==> config.mk <==
export PLATFORM = sky130hd
export DESIGN_NAME = crc8_framed_byte_transmitter
export DESIGN_NICKNAME = d
export VERILOG_FILES = /design/src/sv/crc8ft_pkg.sv /design/src/sv/crc8ft_front.sv /design/src/sv/crc8ft_cmd_fifo.sv /design/src/sv/crc8ft_back.sv /design/src/sv/crc8_framed_byte_transmitter.sv
export VERILOG_INCLUDE_DIRS = /design/src /design/src/sv
export SDC_FILE = /design/constraint.sdc
export NUM_CORES = 1
export LEC_CHECK = 0
export ABC_AREA = 1
export BUFFER_PORTS_ARGS = -buffer_cell sky130_fd_sc_hd__buf_4
export CELL_PAD_IN_SITES_DETAIL_PLACEMENT = 0
export CELL_PAD_IN_SITES_GLOBAL_PLACEMENT = 1
export CORE_MARGIN = 3
export CORE_UTILIZATION = 31
export CTS_CLUSTER_SIZE = 12
export DETAILED_ROUTE_END_ITERATION = 8
export GPL_TIMING_DRIVEN = 1
export PLACE_DENSITY = 0.53
export SYNTH_ARGS = -nofsm -noshare
export SYNTH_HDL_FRONTEND = slang
export SYNTH_SLANG_ARGS = --single-unit
export TNS_END_PERCENT = 5
==> constraint.sdc <==
create_clock -name clk_i -period 5 [get_ports clk_i]
set_input_delay 0.5 -clock clk_i [delete_from_list [all_inputs] [get_ports clk_i]]
set_output_delay 0.5 -clock clk_i [all_outputs]
set_load 0.005 [all_outputs]
==> src/sv/crc8_framed_byte_transmitter_macros.svh <==
// Assertion macros shared by the transmitter RTL.
`ifndef CRC8_FRAMED_BYTE_TRANSMITTER_MACROS_SVH
`define CRC8_FRAMED_BYTE_TRANSMITTER_MACROS_SVH

// Check a property on every rising clock edge outside reset.
`define CRC8FT_ASSERT(label, prop, msg) \
  label: assert property (@(posedge clk_i) disable iff (!rst_ni) prop) else $error(msg);

// Check that a condition never holds.
`define CRC8FT_ASSERT_NEVER(label, expr, msg) \
  `CRC8FT_ASSERT(label, !(expr), msg)

`endif

==> src/sv/crc8ft_pkg.sv <==
// Package: constants, command type and CRC-8 fold for the framed transmitter.
package crc8ft_pkg;

  // Zero filler bytes sent muted after each CRC byte.
  localparam int unsigned GapBytes = 4;
  localparam int unsigned GapCntW  = (GapBytes > 1) ? $clog2(GapBytes) : 1;

  // Depth of the command queue between front and back.
  localparam int unsigned CmdDepth = 4;
  localparam int unsigned CmdPtrW  = (CmdDepth > 1) ? $clog2(CmdDepth) : 1;
  localparam int unsigned CmdCntW  = $clog2(CmdDepth + 1);

  typedef enum logic {
    FUNC_SEND  = 1'b0,
    FUNC_ABORT = 1'b1
  } func_e;

  typedef enum logic [1:0] {
    BK_BYTE,
    BK_CRC,
    BK_GAP
  } back_state_e;

  // One payload byte, classified by the front.
  typedef struct packed {
    logic       eop;
    logic [7:0] data;
    logic [7:0] crc;
  } cmd_t;

  // CRC-8, polynomial 0x31, one nibble per lookup.
  localparam logic [7:0] NibTable [16] = '{
    8'h00, 8'h31, 8'h62, 8'h53, 8'hc4, 8'hf5, 8'ha6, 8'h97,
    8'hb9, 8'h88, 8'hdb, 8'hea, 8'h7d, 8'h4c, 8'h1f, 8'h2e
  };

  function automatic logic [7:0] crc_fold(input logic [7:0] crc, input logic [7:0] data);
    logic [7:0] v;
    v = crc ^ data;
    v = {v[3:0], 4'h0} ^ NibTable[v[7:4]];
    v = {v[3:0], 4'h0} ^ NibTable[v[7:4]];
    return v;
  endfunction

endpackage

==> src/sv/crc8ft_front.sv <==
// Front end: accepts input items, tracks the frame and CRC, queues commands.
module crc8ft_front (
  input  logic              clk_i,
  input  logic              rst_ni,
  input  logic              crc_init_we_i,
  input  logic [7:0]        crc_init_i,
  input  logic              push_i,
  output logic              full_o,
  input  logic              func_i,
  input  logic [7:0]        data_byte_i,
  input  logic              end_of_packet_i,
  output logic              cmd_push_o,
  output crc8ft_pkg::cmd_t  cmd_o,
  input  logic              cmd_full_i
);
  import crc8ft_pkg::*;

  logic [7:0] crc_init_q;
  logic [7:0] crc_q, crc_d;
  logic       in_frame_q, in_frame_d;
  logic       accept;
  logic [7:0] crc_start;
  logic [7:0] crc_next;

  assign full_o = cmd_full_i;
  assign accept = push_i && !cmd_full_i;

  // Fold the byte into the running CRC, starting a frame from the init value.
  assign crc_start = in_frame_q ? crc_q : crc_init_q;
  assign crc_next  = crc_fold(crc_start, data_byte_i);

  // Update frame state; abort drops the frame and clears the CRC.
  always_comb begin
    crc_d      = crc_q;
    in_frame_d = in_frame_q;
    if (accept) begin
      if (func_i == FUNC_ABORT) begin
        crc_d      = '0;
        in_frame_d = 1'b0;
      end else begin
        crc_d      = crc_next;
        in_frame_d = !end_of_packet_i;
      end
    end
  end

  // Queue a command for every payload transfer.
  assign cmd_push_o = accept && (func_i == FUNC_SEND);
  assign cmd_o.eop  = end_of_packet_i;
  assign cmd_o.data = data_byte_i;
  assign cmd_o.crc  = crc_next;

  always_ff @(posedge clk_i or negedge rst_ni) begin
    if (!rst_ni) begin
      crc_init_q <= '0;
      crc_q      <= '0;
      in_frame_q <= 1'b0;
    end else begin
      if (crc_init_we_i) begin
        crc_init_q <= crc_init_i;
      end
      crc_q      <= crc_d;
      in_frame_q <= in_frame_d;
    end
  end

endmodule

==> src/sv/crc8ft_cmd_fifo.sv <==
// Command queue between the front and back ends.
module crc8ft_cmd_fifo (
  input  logic              clk_i,
  input  logic              rst_ni,
  input  logic              push_i,
  input  crc8ft_pkg::cmd_t  data_i,
  output logic              full_o,
  input  logic              pop_i,
  output crc8ft_pkg::cmd_t  data_o,
  output logic              empty_o
);
  import crc8ft_pkg::*;

  cmd_t               mem_q [CmdDepth];
  logic [CmdPtrW-1:0] wr_ptr_q, rd_ptr_q;
  logic [CmdCntW-1:0] count_q;
  logic               do_push, do_pop;

  assign full_o  = (count_q == CmdCntW'(CmdDepth));
  assign empty_o = (count_q == '0);
  assign do_push = push_i && !full_o;
  assign do_pop  = pop_i && !empty_o;
  assign data_o  = mem_q[rd_ptr_q];

  function automatic logic [CmdPtrW-1:0] ptr_inc(input logic [CmdPtrW-1:0] p);
    return (p == CmdPtrW'(CmdDepth - 1)) ? '0 : p + 1'b1;
  endfunction

  // Store the entry.
  always_ff @(posedge clk_i) begin
    if (do_push) begin
      mem_q[wr_ptr_q] <= data_i;
    end
  end

  // Advance pointers and fill count.
  always_ff @(posedge clk_i or negedge rst_ni) begin
    if (!rst_ni) begin
      wr_ptr_q <= '0;
      rd_ptr_q <= '0;
      count_q  <= '0;
    end else begin
      if (do_push) begin
        wr_ptr_q <= ptr_inc(wr_ptr_q);
      end
      if (do_pop) begin
        rd_ptr_q <= ptr_inc(rd_ptr_q);
      end
      if (do_push && !do_pop) begin
        count_q <= count_q + 1'b1;
      end else if (do_pop && !do_push) begin
        count_q <= count_q - 1'b1;
      end
    end
  end

endmodule

==> src/sv/crc8ft_back.sv <==
// Back end: expands commands into line bytes through an output register.
module crc8ft_back (
  input  logic              clk_i,
  input  logic              rst_ni,
  input  crc8ft_pkg::cmd_t  cmd_i,
  input  logic              cmd_empty_i,
  output logic              cmd_pop_o,
  output logic              empty_o,
  input  logic              pop_i,
  output logic [7:0]        tx_byte_o,
  output logic              tx_mute_o,
  output logic              last_o
);
  import crc8ft_pkg::*;

  back_state_e        state_q, state_d;
  logic [GapCntW-1:0] gap_cnt_q, gap_cnt_d;
  logic [7:0]         crc_q;
  logic               res_valid_q;
  logic [7:0]         res_byte_q, res_byte_d;
  logic               res_mute_q, res_mute_d;
  logic               res_last_q, res_last_d;
  logic               advance;
  logic               load;
  logic               gap_last;

  assign advance  = !res_valid_q || pop_i;
  assign gap_last = (gap_cnt_q == GapCntW'(GapBytes - 1));

  // Output decode: pick the next line byte for the current step.
  always_comb begin
    cmd_pop_o  = 1'b0;
    load       = 1'b0;
    res_byte_d = '0;
    res_mute_d = 1'b0;
    res_last_d = 1'b0;
    unique case (state_q)
      BK_BYTE: begin
        if (!cmd_empty_i) begin
          cmd_pop_o  = advance;
          load       = 1'b1;
          res_byte_d = cmd_i.data;
          res_last_d = !cmd_i.eop;
        end
      end
      BK_CRC: begin
        load       = 1'b1;
        res_byte_d = crc_q;
      end
      BK_GAP: begin
        load       = 1'b1;
        res_mute_d = 1'b1;
        res_last_d = gap_last;
      end
      default: begin
        load = 1'b0;
      end
    endcase
  end

  // Next state: byte, then CRC and filler run on an end mark.
  always_comb begin
    state_d   = state_q;
    gap_cnt_d = gap_cnt_q;
    unique case (state_q)
      BK_BYTE: begin
        if (cmd_pop_o && cmd_i.eop) begin
          state_d = BK_CRC;
        end
      end
      BK_CRC: begin
        if (advance) begin
          state_d   = BK_GAP;
          gap_cnt_d = '0;
        end
      end
      BK_GAP: begin
        if (advance) begin
          if (gap_last) begin
            state_d = BK_BYTE;
          end else begin
            gap_cnt_d = gap_cnt_q + 1'b1;
          end
        end
      end
      default: begin
        state_d = BK_BYTE;
      end
    endcase
  end

  always_ff @(posedge clk_i or negedge rst_ni) begin
    if (!rst_ni) begin
      state_q     <= BK_BYTE;
      gap_cnt_q   <= '0;
      res_valid_q <= 1'b0;
    end else begin
      state_q   <= state_d;
      gap_cnt_q <= gap_cnt_d;
      if (advance) begin
        res_valid_q <= load;
      end
    end
  end

  // Hold the frame CRC and the waiting result.
  always_ff @(posedge clk_i) begin
    if (cmd_pop_o) begin
      crc_q <= cmd_i.crc;
    end
    if (advance && load) begin
      res_byte_q <= res_byte_d;
      res_mute_q <= res_mute_d;
      res_last_q <= res_last_d;
    end
  end

  assign empty_o   = !res_valid_q;
  assign tx_byte_o = res_byte_q;
  assign tx_mute_o = res_mute_q;
  assign last_o    = res_last_q;

endmodule

==> src/sv/crc8_framed_byte_transmitter.sv <==
// CRC-8 framed byte transmitter: top level.
//
// Input queue side: present func_i, data_byte_i and end_of_packet_i with
// push; the item transfers on a clock edge with push high and full low.
// func_i 0 sends a payload byte, 1 aborts the open frame (no output).
// Output queue side: while empty is low the oldest result sits on tx_byte_o,
// tx_mute_o and last_o; it transfers on an edge with pop high.
// A payload byte is passed through; a byte with end_of_packet_i is followed by
// the CRC-8 (poly 0x31, started from crc_init at the frame's first byte) and
// GapBytes zero bytes with tx_mute_o high, the final one with last_o high.
// crc_init is written through crc_init_we_i / crc_init_i while no item is in flight.
// An input item is first written into the command queue, then loaded into the back end's output register.
// The back end's output register emits one byte per cycle while pop stays high,
// and an end-marked item drains as 2 + GapBytes line bytes.
// A four-entry command queue lets input keep flowing while results stall.
// When pop stays low the output register holds, the queue fills and full
// rises. Reset empties the queue, closes the frame and clears crc_init.
`include "crc8_framed_byte_transmitter_macros.svh"

module crc8_framed_byte_transmitter (
  input  logic       clk_i,
  input  logic       rst_ni,
  input  logic       crc_init_we_i,
  input  logic [7:0] crc_init_i,
  input  logic       push,
  output logic       full,
  input  logic       func_i,
  input  logic [7:0] data_byte_i,
  input  logic       end_of_packet_i,
  output logic       empty,
  input  logic       pop,
  output logic [7:0] tx_byte_o,
  output logic       tx_mute_o,
  output logic       last_o
);
  import crc8ft_pkg::*;

  cmd_t cmd_in, cmd_out;
  logic cmd_push, cmd_full, cmd_pop, cmd_empty;

  crc8ft_front u_front (
    .clk_i           (clk_i),
    .rst_ni          (rst_ni),
    .crc_init_we_i   (crc_init_we_i),
    .crc_init_i      (crc_init_i),
    .push_i          (push),
    .full_o          (full),
    .func_i          (func_i),
    .data_byte_i     (data_byte_i),
    .end_of_packet_i (end_of_packet_i),
    .cmd_push_o      (cmd_push),
    .cmd_o           (cmd_in),
    .cmd_full_i      (cmd_full)
  );

  crc8ft_cmd_fifo u_cmd_fifo (
    .clk_i   (clk_i),
    .rst_ni  (rst_ni),
    .push_i  (cmd_push),
    .data_i  (cmd_in),
    .full_o  (cmd_full),
    .pop_i   (cmd_pop),
    .data_o  (cmd_out),
    .empty_o (cmd_empty)
  );

  crc8ft_back u_back (
    .clk_i       (clk_i),
    .rst_ni      (rst_ni),
    .cmd_i       (cmd_out),
    .cmd_empty_i (cmd_empty),
    .cmd_pop_o   (cmd_pop),
    .empty_o     (empty),
    .pop_i       (pop),
    .tx_byte_o   (tx_byte_o),
    .tx_mute_o   (tx_mute_o),
    .last_o      (last_o)
  );

  // Queue handshakes between front and back.
  `CRC8FT_ASSERT_NEVER(a_no_push_full, cmd_push && cmd_full, "command pushed into full queue")
  `CRC8FT_ASSERT_NEVER(a_no_pop_empty, cmd_pop && cmd_empty, "command popped from empty queue")

  // Filler bytes are zero, and a filler run is not broken by idle cycles.
  `CRC8FT_ASSERT_NEVER(a_mute_zero, !empty && tx_mute_o && (tx_byte_o != 8'h00), "muted byte not zero")
  `CRC8FT_ASSERT(a_gap_run, (!empty && pop && tx_mute_o && !last_o) |=> (!empty && tx_mute_o), "filler run broken")

endmodule

# ---- Yosys cells after proc, flatten, opt, wreduce, memory -nomap -nowiden
# Memories as Yosys holds them, arrays and structs flattened.
# Index checks and enable logic that the tools add are counted.
dict set report totals {
  regBits 47
  ram_bits 68
  romBits 256
  inputBits 23
  out_inout_bits 12
  word_cells 94
  n_memories 3
}
dict set report classes {
  n_addsub 5
  magnitude_cmp 2
  eq_ne 11
  muxes 31
  bitwise_logic 6
  n_reduce_logical 23
}
# memory depth width read_ports rd_ports_with_merged_regs write_ports line_no
set memory_table {}
lappend memory_table {{(no name shown)} 16 8 1 0 0 crc8ft_pkg.sv:40} ;# v = {v[3:0], 4'h0} ^ NibTable[v[7:4]];
lappend memory_table {{(no name shown)} 16 8 1 0 0 crc8ft_pkg.sv:41} ;# v = {v[3:0], 4'h0} ^ NibTable[v[7:4]];
lappend memory_table {u_cmd_fifo.mem_q 4 17 1 0 1 crc8ft_cmd_fifo.sv:14} ;# cmd_t mem_q [CmdDepth];
# cell n
set op_table {}
lappend op_table {{8-bit two-way mux} 7}
lappend op_table {{8-bit XOR} 3}
lappend op_table {{2-bit two-way mux} 9}
lappend op_table {{8-bit one-hot mux with 2 select lines} 1}
lappend op_table {{5-bit greater-or-equal comparator, second input constant} 2}
lappend op_table {{4-bit inverter with 5-bit output} 2}
lappend op_table {{2-bit equality test, second input constant} 4}
lappend op_table {{1-bit logical AND} 8}
lappend op_table {{1-bit two-way mux} 8}
lappend op_table {{2-bit by 1-bit != test with 1-bit output, second input constant} 4}
lappend op_table {{4-bit AND reduction} 2}
lappend op_table {{1-bit logical NOT} 7}
lappend op_table {{2-bit by 1-bit adder with 2-bit output, second input constant} 3}
lappend op_table {{3-bit two-way mux} 2}
lappend op_table {{2-bit one-hot mux with 3 select lines} 1}
lappend op_table {{1-bit one-hot mux with 2 select lines} 2}
lappend op_table {{2-bit one-hot mux with 2 select lines} 1}
lappend op_table {{2-bit nonzero test} 2}
lappend op_table {{3-bit by 1-bit adder with 3-bit output, second input constant} 1}
lappend op_table {{3-bit equality test, second input constant} 1}
lappend op_table {{3-bit logical NOT} 1}
lappend op_table {{3-bit by 1-bit subtractor with 3-bit output, second input constant} 1}
lappend op_table {{2-bit by 1-bit equality test with 1-bit output, second input constant} 1}
lappend op_table {{2-bit logical NOT} 1}
lappend op_table {{4 further kinds} 4}

# ---- Depth between registers and ports, before layout
dict set report depth {
  ltp_word 13
  depth_mapped 19
  ltp_nobuf 17
}

# ---- By module
# From an unflattened synthesis, not the netlist that was laid out.
dict set report hier_totals {
  cells_unflattened 550
  area_unflattened_um2 5719.2
}
# mod n_inst cells_per_inst area_each_um2 seq_area_each_um2
set modules_own_cells {}
lappend modules_own_cells {crc8ft_cmd_fifo 1 259 3298.2 2217.1}
lappend modules_own_cells {crc8ft_front 1 216 1383.8 425.4}
lappend modules_own_cells {crc8ft_back 1 75 1037.2 665.6}

# ---- Worst setup path after synthesis
# OpenSTA, ideal clock, no wires.
dict set report synth_path {
  kind {in2reg}
  start {input port push}
  end {memory u_cmd_fifo.mem_q[0][0] (netlist bit), enable pin}
  setup_time_ns 0.391
  t_arrival_ns 1.994
  required_ns 4.609
  path_slack_ns 2.615
  path_stages 6
  n_path_buf 0
  cell_sequence {inv_1 nor2_1 inv_1 nor2_2 inv_2 nor2_1}
}
dict set report synth_between {
  elab_chain_cells 5
}
# element line_no
set synth_rtl {}
lappend synth_rtl {{from (decl)} crc8_framed_byte_transmitter.sv:25} ;# input logic push,
lappend synth_rtl {{1-bit logical AND} crc8ft_front.sv:26} ;# assign accept = push_i && !cmd_full_i;
lappend synth_rtl {{1-bit logical AND} crc8ft_front.sv:48} ;# assign cmd_push_o = accept && (func_i == FUNC_SEND);
lappend synth_rtl {{1-bit logical AND} crc8ft_cmd_fifo.sv:21} ;# assign do_push = push_i && !full_o;
lappend synth_rtl {{named net u_cmd_fifo.do_push} crc8ft_cmd_fifo.sv:17} ;# logic do_push, do_pop;
lappend synth_rtl {{1-bit two-way mux} crc8ft_cmd_fifo.sv:31} ;# if (do_push) begin
lappend synth_rtl {{1-bit two-way mux (implied by the code)} crc8ft_cmd_fifo.sv:32} ;# mem_q[wr_ptr_q] <= data_i;
lappend synth_rtl {{to (decl)} crc8ft_cmd_fifo.sv:14}
# The timed path passes the listed nets, and every way through them passes these cells.

# ---- Worst setup path after layout
dict set report layout_path {
  start {register u_back.state_q[0]}
  end {register u_cmd_fifo.count_q[1]}
}
dict set report layout_between {
  elab_chain_cells 6
  word_cells_on_any_way 8
  cone_classes {2 x mux; 6 x reduce/logical}
}
# element line_no
set layout_rtl {}
lappend layout_rtl {{from (decl)} crc8ft_back.sv:16} ;# back_state_e state_q, state_d;
lappend layout_rtl {{from (signal assigned)} crc8ft_back.sv:98} ;# state_q <= state_d;
lappend layout_rtl {{2-bit logical NOT *} crc8ft_back.sv:37} ;# unique case (state_q)
lappend layout_rtl {{1-bit two-way mux *} crc8ft_back.sv:37}
lappend layout_rtl {{1-bit logical AND *} crc8ft_cmd_fifo.sv:22} ;# assign do_pop = pop_i && !empty_o;
lappend layout_rtl {{1-bit logical NOT} crc8ft_cmd_fifo.sv:49} ;# if (do_push && !do_pop) begin
lappend layout_rtl {{1-bit logical AND} crc8ft_cmd_fifo.sv:49}
lappend layout_rtl {{3-bit two-way mux or 2-bit nonzero test (tied branches)} --}
lappend layout_rtl {{to (signal assigned)} crc8ft_cmd_fifo.sv:50} ;# count_q <= count_q + 1'b1;
lappend layout_rtl {{to (signal assigned)} crc8ft_cmd_fifo.sv:52} ;# count_q <= count_q - 1'b1;
lappend layout_rtl {{to (decl)} crc8ft_cmd_fifo.sv:16} ;# logic [CmdCntW-1:0] count_q;
# Mark *: on every way between the ends. The rest lies on a longest branch, timed or not.
# A chain may end at the register's enable or synchronous reset.

==> results.json <==
{
  "status": "finished clean",
  "dp_hpwl_mm": 8.03,
  "drtIter0Drc": 197,
  "fp.dieArea_sq_um": 18300,
  "switching_share": 0.341,
  "critPathCaptureType": "flop",
  "synth_area_sq_um": 5190,
  "cts_root_buf": "clkbuf_16",
  "r2r-start": "u_back.state_q[0]",
  "crit_path_end": "u_cmd_fifo.count_q[1]",
  "clk_pin_slew_ns": 0.05,
  "pwr_density_cell_nw_per_um2": 620,
  "num_io_pins": 35,
  "grt_max_degree": 38,
  "worstRegToRegCells": 9,
  "vdd_drop_max_mv": 0.248,
  "postCtsSetupBuffers": 0,
  "worst_pin_slew_ns": 0.891,
  "synth_seq_cells": 115,
  "synthesis.nets": 514,
  "clock.fmax_ghz": 0.353,
  "seq_area_frac_synth": 0.637,
  "fp.dieW_um": 135,
  "start_kind": "flop",
  "gp_congestion": 0.760,
  "setup_viol": 0,
  "wl_per_cell_um": 16.0,
  "pwr-share-clk": 0.304,
  "syn_area_per_cell_sq_um": 10.9,
  "synth_cell_types": 32,
  "seqPwrFrac": 0.386,
  "final_layout_size_suffix_gt1_frac": 0.182,
  "clock_path_buffers": 2,
  "clock_latency_ns": 0.41,
  "area_growth_syn_to_layout_pct": 20.4,
  "p_leak_nw": 2.54,
  "crit_type": "flop to flop",
  "wirelength_mm": 12.0,
  "grt_overflow": 0,
  "die_h_um": 135,
  "netlist_instances": 477,
  "final_nets": 557,
  "final_common_cell": "edfxtp_1",
  "synth_edf_count": 86,
  "top_layer": "met4",
  "drc": 0,
  "drt_pre_antenna_iters": 4,
  "wl_met1_mm": 5.39,
  "routed-wl-met3_um": 591,
  "cts.sinks": 115,
  "yosysWarnings": 0,
  "via_count": 3454,
  "hold_class": "primary input to asynchronous set/reset pin",
  "cp.required_ns": 5.29,
  "h-tree-depth": 4,
  "path_max_fanout": 11,
  "grt_pass1_vias": 3325,
  "antenna_found_initial": 0,
  "crit_start": "u_back.state_q[0]",
  "route.met2.wl_mm": 5.77,
  "tns_ns": 0,
  "port_buffers": 34,
  "critPathArrivalTime_ns": 3.13,
  "period_minus_slack_ns": 2.84,
  "combPwrFrac": 0.310,
  "diodes": 0,
  "fin_crit_sh": 0.567,
  "postRouteAntennaNets": 0,
  "async_reset_ff_frac": 0.252,
  "rows": 46,
  "cts_tree": "built",
  "final_cell_mix": "edfxtp_1 (86), nand2_1 (83), o21ai_0 (56), nor2_1 (46), inv_1 (42)",
  "numCtsBuffers": 17,
  "cts_resized": 0,
  "total_power_mw": 3.88,
  "ys.flop_type": "edfxtp_1",
  "initial_core_util": 0.322,
  "drv_cap": 0,
  "rsz0062_at_grt": "false",
  "gr-usage-all-layers": 0.139,
  "drv_slew": 0,
  "p_switching_mw": 1.32,
  "core_area_sq_um": 16100,
  "fin_skew_ns": 0.00632,
  "r2r-end": "u_cmd_fifo.count_q[1]",
  "rrSetupSlack_ns": 2.16,
  "grt_pass1_wl_mm": 18.7,
  "routed_via_density": 4.61,
  "max_slew_margin": 0.406,
  "hold_viol": 0,
  "internal_power_mw": 2.56,
  "ctsHoldBuffers": 0
}
[power by group through the flow]
| stage | logic, mW | registers, mW | clock network (mW) |
|---|---|---|---|
| 6_report | 1.20 | 1.50 | 1.18 |
| 5_1_grt | 1.37 | 1.53 | 1.25 |
| 4_1_cts | 1.23 | 1.50 | 1.21 |
| 3_5_place_dp | 1.23 | 1.52 | 0 |
| 3_3_place_gp | 1.21 | 1.51 | 0 |
| 2_1_floorplan | 0.842 | 1.47 | 0 |
[synthesized netlist by cell type (3+ instances only)]
cell      instances  area share
a22o_1            8       0.013
clkbuf_1         12      0.0087
nand3_1          33       0.032
edfxtp_1         86        0.50
nand2_2          15       0.018
inv_1            42       0.030
ha_1             13       0.031
dfrtp_1          29        0.14
nand2_1          83       0.060
nor2_1           46       0.033
inv_2             3      0.0022
nand3_2           3      0.0058
a21oi_1           3      0.0029
o21ai_1           3      0.0029
o21ai_0          56       0.054
xor2_1            4      0.0067
o22ai_1          17       0.020
[final cells by class]
class	count	area (sq um)
fill	1601	9860
inverter	46	175
timing repair buffer	39	293
clock inverter	8	103
clock buffer	24	482
sequential	115	3310
tap	216	270
multi-input combinational	301	1620
[per-layer routing]
metal / up-vias / track usage
met4: 0 / 0.0498
met3: 15 / 0.0449
li1: 1728 / -
met1: 1636 / 0.176
met2: 75 / 0.224
met5: - / 0
[registers in the layout, summed over array words and instances (netlist names)]
signal               flops
u_back.tx_mute_o         1
u_back.tx_byte_o         8
u_cmd_fifo.mem_q        68
u_back.crc_q             8
u_front.crc_init_q       8
u_back.gap_cnt_q         2
u_cmd_fifo.rd_ptr_q      2
u_front.in_frame_q       1
u_back.state_q           2
u_cmd_fifo.count_q       3
u_cmd_fifo.wr_ptr_q      2
u_back.last_o            1
u_back.res_valid_q       1
u_front.crc_q            8
[worst max-delay path, cell delays in order, from the launching register on]
cell and delay (ns):
dfrtp_1 0.42, inv_1 0.10, ha_1 0.16, inv_1 0.05, a21oi_1 0.68, nand2_1 0.24
ha_1 0.27, inv_1 0.10, fa_1 0.42, mux2_2 0.26
[through the flow]
step | hold WS [ns] | instances | cell area, sq um | utilization | setup slack [ns]
after floorplan | 0.204 | 477 | 5190 | - | 2.62
after global placement | 0.469 | 717 | 5670 | 0.352 | 2.23
after detailed placement | 0.469 | 717 | 5670 | 0.352 | 2.13
after CTS | 0.0244 | 749 | 6250 | 0.388 | 2.11
after global routing | 0.0373 | 749 | 6250 | 0.388 | 1.90
final | 0.0224 | 749 | 6250 | 0.388 | 2.16
[how the worst min path moves through the flow]
| stage | from | end | cells past startpoint |
|---|---|---|---|
| finish | rst_ni | u_cmd_fifo.rd_ptr_q[1] | 1 |
| global route | rst_ni | u_cmd_fifo.rd_ptr_q[0] | 1 |
| CTS | rst_ni | u_back.gap_cnt_q[1] | 1 |
| detailed placement | rst_ni | u_back.gap_cnt_q[1] | 1 |
| global placement | rst_ni | u_back.gap_cnt_q[1] | 1 |
| floorplan | rst_ni | u_back.gap_cnt_q[0] | 0 |
[cells by family after synthesis]
logic type | after synthesis | synth area share
buffers and inverters | 61 | 0.0506
muxes | 2 | 0.00434
DFF | 115 | 0.637
and+or+nand+nor | 187 | 0.159
xor gates and xnor gates | 7 | 0.0133
adders and majority gates | 14 | 0.0352
AOI/OAI and AO/OA | 91 | 0.100
(Power assumes the default switching activity.)
